`src/rtl/taqe_ram.sv`:
```
// ---------------------------------------------------------------------------
// taqe_ram
// Generic single-write, single-read RAM with a registered read port.
// ---------------------------------------------------------------------------
`default_nettype none

module taqe_ram #(
    parameter int WIDTH = 8,
    parameter int DEPTH = 16
) (
    input  wire logic                     clk,
    input  wire logic                     we,
    input  wire logic [$clog2(DEPTH)-1:0] waddr,
    input  wire logic [WIDTH-1:0]         wdata,
    input  wire logic [$clog2(DEPTH)-1:0] raddr,
    output logic      [WIDTH-1:0]         rdata
);

    logic [WIDTH-1:0] mem [DEPTH];

    always_ff @(posedge clk)
    begin
        if (we)
        begin
            mem[waddr] <= wdata;
        end
        rdata <= mem[raddr];
    end

endmodule

`default_nettype wire

```
`config.mk`:
```
export PLATFORM = sky130hd
export DESIGN_NAME = taqe_ram
export DESIGN_NICKNAME = d
export VERILOG_FILES = /design/src/rtl/taqe_ram.sv
export SDC_FILE = /design/constraint.sdc
export NUM_CORES = 1
export LEC_CHECK = 0
export ABC_CLOCK_PERIOD_IN_PS = 2590
export BUFFER_PORTS_ARGS = -buffer_cell sky130_fd_sc_hd__buf_2
export CORE_UTILIZATION = 60
export CTS_BUF_LIST = sky130_fd_sc_hd__clkbuf_4 sky130_fd_sc_hd__clkbuf_8
export CTS_CLUSTER_SIZE = 14
export DETAILED_ROUTE_END_ITERATION = 6
export PLACE_DENSITY_LB_ADDON = 0.12
export REMOVE_ABC_BUFFERS = 1
export SYNTH_ARGS = -nofsm -noshare
export SYNTH_HDL_FRONTEND = slang
export SYNTH_SLANG_ARGS = --single-unit
export TNS_END_PERCENT = 5
```
`constraint.sdc`:
```
create_clock -name clk -period 2.59 [get_ports clk]
set_input_delay 0.3885 -clock clk [delete_from_list [all_inputs] [get_ports clk]]
set_output_delay 0.3885 -clock clk [all_outputs]
set_load 0.01 [all_outputs]
```
; After elaboration in Yosys (flattened, before gate mapping)
; Memories as Yosys holds them, arrays and structs flattened. A register that Yosys moved wholly into a read port is not among the register bits.
; Index checks and enable logic that the tools add are counted.
[classes]
mux = 2
[ops]
columns = cell, n
row1 = 1-bit two-way mux, 2
[word_totals]
ff_bits = 0
mem_count = 1
out_inout_bits = 8
elab_cells = 3
inputBits = 18
ram_bits = 128
[memory_table]
columns = memory, words, word_bits, read_ports, rd_ports_with_merged_regs, write_ports, line
row1 = mem, 16, 8, 1, 1, 1, 19  ; logic [WIDTH-1:0] mem [DEPTH];

; Longest topological paths before layout
; Gate-level depths: netlist of run 1.
[depth]
word_depth = 2
ltp_mapped = 5
depth_no_buf = 3

; Worst setup path after synthesis of run 1
; No wires, ideal clock.
[synth_path]
path_kind = input-to-reg
start = input waddr[2]
end = memory mem[0][0] (enable)
setup_ns = 0.383
t_arrival_ns = 1.498
required_ns = 2.207
setup_slack_ns = 0.709
path_buffers = 0
cell_stages = 2
cell_sequence = or3b_2 -> nor3_1
[synth_lines]
columns = item, line
row1 = start: declaration, 13  ; input wire logic [$clog2(DEPTH)-1:0] waddr,
row2 = end: declaration, 19
; Straight into the memory's write port.

==> impl_metrics.json, run 1 <==
{
  "synth.cell_area_sq_mm": 0.005147,
  "p_seq_frac": 0.532,
  "fin_crit_ps": 1632,
  "core_region_area_sq_mm": 0.008258,
  "cp_top_family": "buffers and inverters",
  "end_kind": "register",
  "syn-instance-count": 229,
  "cts_num_sinks": 136,
  "drt_iter0_drc": 213,
  "rsz0062_at_grt": "false",
  "ys_warn_count": 0,
  "cts_tree": "yes",
  "synth.area.top_cells": "edfxtp_1 (75%), mux4_2 (7.9%), mux4_1 (7.1%)",
  "vias": 2424,
  "fp.dieH_um": 94.63,
  "fin_area_sq_mm": 0.005967,
  "hold_violations": 0,
  "worst-path-buf-inv": 3,
  "slew_viol_final": 0,
  "yosysTopAreaCellShare": 0.7467,
  "crit_chain": "buf_2, buf_12, buf_4, mux4_1, a22oi_1, nand2_1",
  "fmax_mhz": 612.8,
  "antenna_found_initial": 0,
  "startpoint_type": "input port",
  "initial_core_util": 0.6233,
  "die_x_um": 94.63,
  "cts_made_buffers": 17,
  "clkPwrFrac": 0.419,
  "timing.slew.headroom": 0.4729,
  "crit_arrival_ps": 1950,
  "p_leak_nw": 2.050,
  "min_path_type": "in2reg",
  "pre_cts_ws_ps": 523.2,
  "route.detailed.drc": 0,
  "io_pins": 26,
  "grt_max_degree": 22,
  "drive_gt1_frac": 0.3311,
  "grt_pass1_vias": 2514,
  "worstSetupPathType": "in2reg",
  "tightest_slew_ps": 787.7,
  "vias_per_cell": 6.000,
  "port_buffers": 25,
  "fin_crit_sh": 0.6301,
  "reg2reg_slack_ps": 1180,
  "setup_slack_ps": 958.1,
  "dpl-instance-area_sq_mm": 0.005503,
  "die-area_sq_mm": 0.008954,
  "crit_fanout": 21,
  "hpwl_um": 6054,
  "grt_pass1_wl_um": 14260,
  "power_density_mw_per_mm2": 779.2,
  "synth_area_leader_cell": "edfxtp_1",
  "p_sw_frac": 0.1931,
  "drtAntennaViolNets": 0,
  "synth_seq_cells": 136,
  "finalClockSkew_ps": 12.34,
  "pwr-share-comb": 0.050,
  "slowest_delay_ps": 550,
  "row_count": 33,
  "cp.required_ps": 2900,
  "clkTransAtPathRegs_ps": 80,
  "finalSetupTns_ps": 0,
  "cts-resized-gates": 0,
  "place_congestion": 0.7695,
  "syn_area_per_cell_sq_um": 22.48,
  "drt-total-wl_um": 9442,
  "slowest_stage": "mux4_1",
  "track_usage": 0.2383,
  "status": "complete, no violations",
  "cts_hold_buf": 0,
  "antennaDiodeCount": 0,
  "maxCapViolCount": 0,
  "grt-ovfl-total": 0,
  "wl_per_cell_um": 23.37,
  "max-vdd-ir-drop_uv": 464.2,
  "fill_cells": 487,
  "cts.path.max_buffers": 2,
  "total_power_mw": 4.649,
  "intPower_mw": 3.752,
  "htreeDepth": 4,
  "setup_viol": 0,
  "first_pass_iters": 4,
  "clockRootBuffer": "clkbuf_8",
  "postCtsSetupBuffers": 0,
  "yosysSeqAreaShare": 0.7778,
  "layout.nets": 304,
  "power_switching_mw": 0.8977,
  "area_delta_synth_final_pct": 15.92,
  "ys_types": 19,
  "worstSkewPairLatency_ps": 420
}
[worst register-to-register path, stage by stage (launching register included)]
cell and delay, ps:
edfxtp_1 360, mux4_1 510, a22oi_1 330, nand2_1 80
[cell usage after synthesis, drive strengths merged]
| cell | number |
|---|---|
| and2 | 1 |
| nand3b | 2 |
| a22oi | 16 |
| mux4 | 32 |
| or3b | 1 |
| edfxtp | 128 |
| nor2 | 13 |
| buf | 7 |
| and2b | 1 |
| nand2 | 9 |
| nor2b | 1 |
| nor3 | 4 |
| dfxtp | 8 |
| nand2b | 2 |
| clkdlybuf4s25 | 3 |
| nand3 | 1 |
[layout by cell type, fill, tap and decap left out, drive strengths merged]
cell and instances:
nand3b 2, nor2b 1, nor3 4, and2 1, clkinv 5, bufinv 5
or3b 1, buf 48, nand3 1, clkinvlp 2, nor2 13, nand2b 2
mux4 32, nand2 9, edfxtp 128, and2b 1, clkbuf 20, dfxtp 8
a22oi 16
[power by group through the flow]
stage	combinational (mW)	sequential [mW]	clock, mW
after floorplan	0.0986	2.52	0
after global routing	0.249	2.48	2.08
after CTS	0.233	2.47	1.98
after detailed placement	0.230	2.52	0
after global placement	0.226	2.52	0
final	0.231	2.47	1.95
[routing by layer]
layer / GRT usage / routed length, um / vias to the layer above
li1: - / - / 1085
met1: 0.3269 / 3800 / 1228
met3: 0.07005 / 685 / 14
met5: 0 / 0 / -
met4: 0.07702 / 201 / 0
met2: 0.3729 / 4754 / 97
[cell type report]
| class | instances | area (sq um) | share of cell area |
|---|---|---|---|
| flip-flops and latches | 136 | 4004 | 0.6710 |
| multi-input cells | 83 | 1057 | 0.1772 |
| repair buffers | 48 | 310.3 | 0.05200 |
| clock buffers | 20 | 262.8 | 0.04403 |
| clock inverters | 12 | 201.4 | 0.03376 |
| well taps | 105 | 131.4 | 0.02202 |
[state kept, by name (all words and copies together) (netlist names)]
| signal | cells |
|---|---|
| mem | 128 |
| rdata | 8 |
[kinds of logic after synthesis]
| group | after synthesis | synth area share |
|---|---|---|
| buf+inv | 10 | 0.01677 |
| simple gates | 35 | 0.03184 |
| flops | 136 | 0.7778 |
| mux | 32 | 0.1502 |
| compound gates | 16 | 0.02334 |
[final timing paths]
check | startpoint | endpoint | cells past startpoint
worst max-delay path | raddr[0] | rdata[1] | 6
worst max register to register | mem[9][2] | rdata[2] | 3
worst min register to register | mem[14][4] | rdata[4] | 3
worst min-delay path | wdata[5] | mem[9][5] | 1
[through the flow]
| stage | hold WS [ps] | cells | utilization |
|---|---|---|---|
| finish | 349.5 | 404 | 0.7226 |
| floorplan | 487.4 | 219 | - |
| detailed placement | 663.3 | 372 | 0.6664 |
| CTS | 324.9 | 404 | 0.7226 |
| global placement | 656.0 | 372 | 0.6664 |
| global route | 323.9 | 404 | 0.7226 |
(Power assumes the default switching activity.)
==> run 2: changes to the inputs <==
--- a/config.mk
+++ b/config.mk
@@ -5,9 +5,9 @@
 export SDC_FILE = /design/constraint.sdc
 export NUM_CORES = 1
 export LEC_CHECK = 0
-export ABC_CLOCK_PERIOD_IN_PS = 2590
+export ABC_CLOCK_PERIOD_IN_PS = 1500
 export BUFFER_PORTS_ARGS = -buffer_cell sky130_fd_sc_hd__buf_2
-export CORE_UTILIZATION = 60
+export CORE_UTILIZATION = 57
 export CTS_BUF_LIST = sky130_fd_sc_hd__clkbuf_4 sky130_fd_sc_hd__clkbuf_8
 export CTS_CLUSTER_SIZE = 14
 export DETAILED_ROUTE_END_ITERATION = 6
==> constraint.sdc (replaced) <==
create_clock -name clk -period 1.5 [get_ports clk]
set_input_delay 0.225 -clock clk [delete_from_list [all_inputs] [get_ports clk]]
set_output_delay 0.225 -clock clk [all_outputs]
set_load 0.01 [all_outputs]
==> run 2 against run 1 <==
  * Total power increased by 64%
  * Utilization fell by 4.3 points
  * Clock power rose by 51%
  * Largest cell class unchanged
  * Critical path type is now reg2reg
  * Sequential share of layout area grew 0.50 points
  * Worst setup slack got worse by 810 ps
  * Global-route usage is 3.7 points lower
  * Die area is 5.1% higher
==> impl_metrics.json, run 2 (same netlist as run 1, synthesis figures left out) <==
{
  "status": "complete, no violations",
  "final_cells": 406,
  "cts-resized-gates": 0,
  "power_switching_mw": 1.547,
  "cts_num_sinks": 136,
  "drtAntennaViolNets": 0,
  "use_met2": 0.3044,
  "crit_arrival_ps": 1650,
  "reg2reg_slack_ps": 150,
  "drive_gt1_frac": 0.3255,
  "cp.required_ps": 1800,
  "hpwl_um": 5456,
  "io_pins": 26,
  "max-vdd-ir-drop_uv": 704.4,
  "utilization": 0.6792,
  "total_power_mw": 7.613,
  "track_usage": 0.2013,
  "largest_reg_flops": 128,
  "reg_top3": "mem x128, rdata x8",
  "row_count": 34,
  "vias": 2370,
  "finalClockSkew_ps": 9.365,
  "intPower_mw": 6.067,
  "fp.dieH_um": 97.03,
  "vias_per_cell": 5.837,
  "grt_max_degree": 33,
  "maxCapViolCount": 0,
  "grt_pass1_vias": 2492,
  "power_density_mw_per_mm2": 1285,
  "htreeDepth": 4,
  "slew_viol_final": 0,
  "layout.nets": 303,
  "first_pass_iters": 4,
  "area_delta_synth_final_pct": 15.07,
  "cts_made_buffers": 17,
  "worstSkewPairLatency_ps": 420,
  "place_congestion": 0.7103,
  "top_usage_layer": "met2",
  "postCtsSetupBuffers": 0,
  "grt_pass1_wl_um": 13360,
  "fin_area_sq_mm": 0.005923,
  "p_seq_frac": 0.560,
  "setup_viol": 0,
  "antennaDiodeCount": 0,
  "die-area_sq_mm": 0.009415,
  "route.detailed.drc": 0,
  "cts_hold_buf": 0,
  "hold_violations": 0,
  "dpl-instance-area_sq_mm": 0.005524,
  "p_leak_nw": 2.030,
  "dp.cells": 374,
  "cts.path.max_buffers": 2,
  "wl_per_cell_um": 21.03,
  "layout_commonest_cell": "edfxtp_1",
  "die_x_um": 97.03,
  "final_cell_mix": "edfxtp_1 (128), buf_2 (25), buf_4 (19)",
  "regMostFlops": "mem",
  "port_buffers": 25,
  "tightest_slew_ps": 772.6,
  "startpoint_type": "register",
  "min_path_type": "in2reg",
  "worstSetupPathType": "reg2reg",
  "clkPwrFrac": 0.387,
  "clockRootBuffer": "clkbuf_8",
  "drt_iter0_drc": 127,
  "p_sw_frac": 0.2031,
  "crit_fanout": 1,
  "fin_crit_ps": 1354,
  "grt-ovfl-total": 0,
  "drt-total-wl_um": 8540,
  "antenna_found_initial": 0,
  "end_kind": "register",
  "core_region_area_sq_mm": 0.008721,
  "initial_core_util": 0.5902,
  "rsz0062_at_grt": "false",
  "clkTransAtPathRegs_ps": 80,
  "fin_crit_sh": 0.9028,
  "timing.slew.headroom": 0.4839,
  "cts_tree": "yes",
  "grt_util_met1": 0.2751,
  "fmax_mhz": 738.4,
  "grt_use_met3": 0.06431,
  "holdWs_ps": 177.9,
  "fill_cells": 568,
  "pwr-share-comb": 0.052
}
## run 2: routing by layer
metal	up-vias	wire (um)
met5	-	0
met4	0	97
met3	12	502
met2	80	4254
met1	1193	3685
li1	1085	-
## run 2: layout make-up
cell class | instances | area [sq um] | share of cell area
sequential | 136 | 4004 | 0.6760
multi-input combinational | 83 | 1057 | 0.1785
timing repair buffer | 47 | 327.8 | 0.05534
clock buffer | 18 | 241.5 | 0.04077
clock inverter | 14 | 157.7 | 0.02662
tap | 108 | 135.1 | 0.02281
## run 2: metrics by stage
stage | TNS [ps] | setup slack, ps
global route | 0 | 103.6
floorplan | -1743 | -217.9
CTS | 0 | 154.4
global placement | -430.3 | -108.6
finish | 0 | 145.7
detailed placement | -491.0 | -93.81
## run 2: path summary, 6_finish.rpt
| path | end | from | depth (start not counted) |
|---|---|---|---|
| setup / recovery | rdata[0] | mem[11][0] | 3 |
| hold reg to reg | rdata[5] | mem[8][5] | 3 |
| setup reg to reg | rdata[0] | mem[11][0] | 3 |
| hold / removal | mem[4][2] | wdata[2] | 1 |
## run 2: worst max-delay path, cell delays in order (launching register included)
cell	delay, ps
edfxtp_1	400
mux4_2	490
a22oi_1	250
nand2_1	100
## run 2: power groups by stage
| stage | registers (mW) | clock network, mW | logic (mW) |
|---|---|---|---|
| 5_1_grt | 4.27 | 3.17 | 0.433 |
| 6_report | 4.27 | 2.95 | 0.397 |
| 2_1_floorplan | 4.36 | 0 | 0.170 |
| 3_5_place_dp | 4.35 | 0 | 0.404 |
| 3_3_place_gp | 4.35 | 0 | 0.397 |
| 4_1_cts | 4.27 | 3.00 | 0.405 |
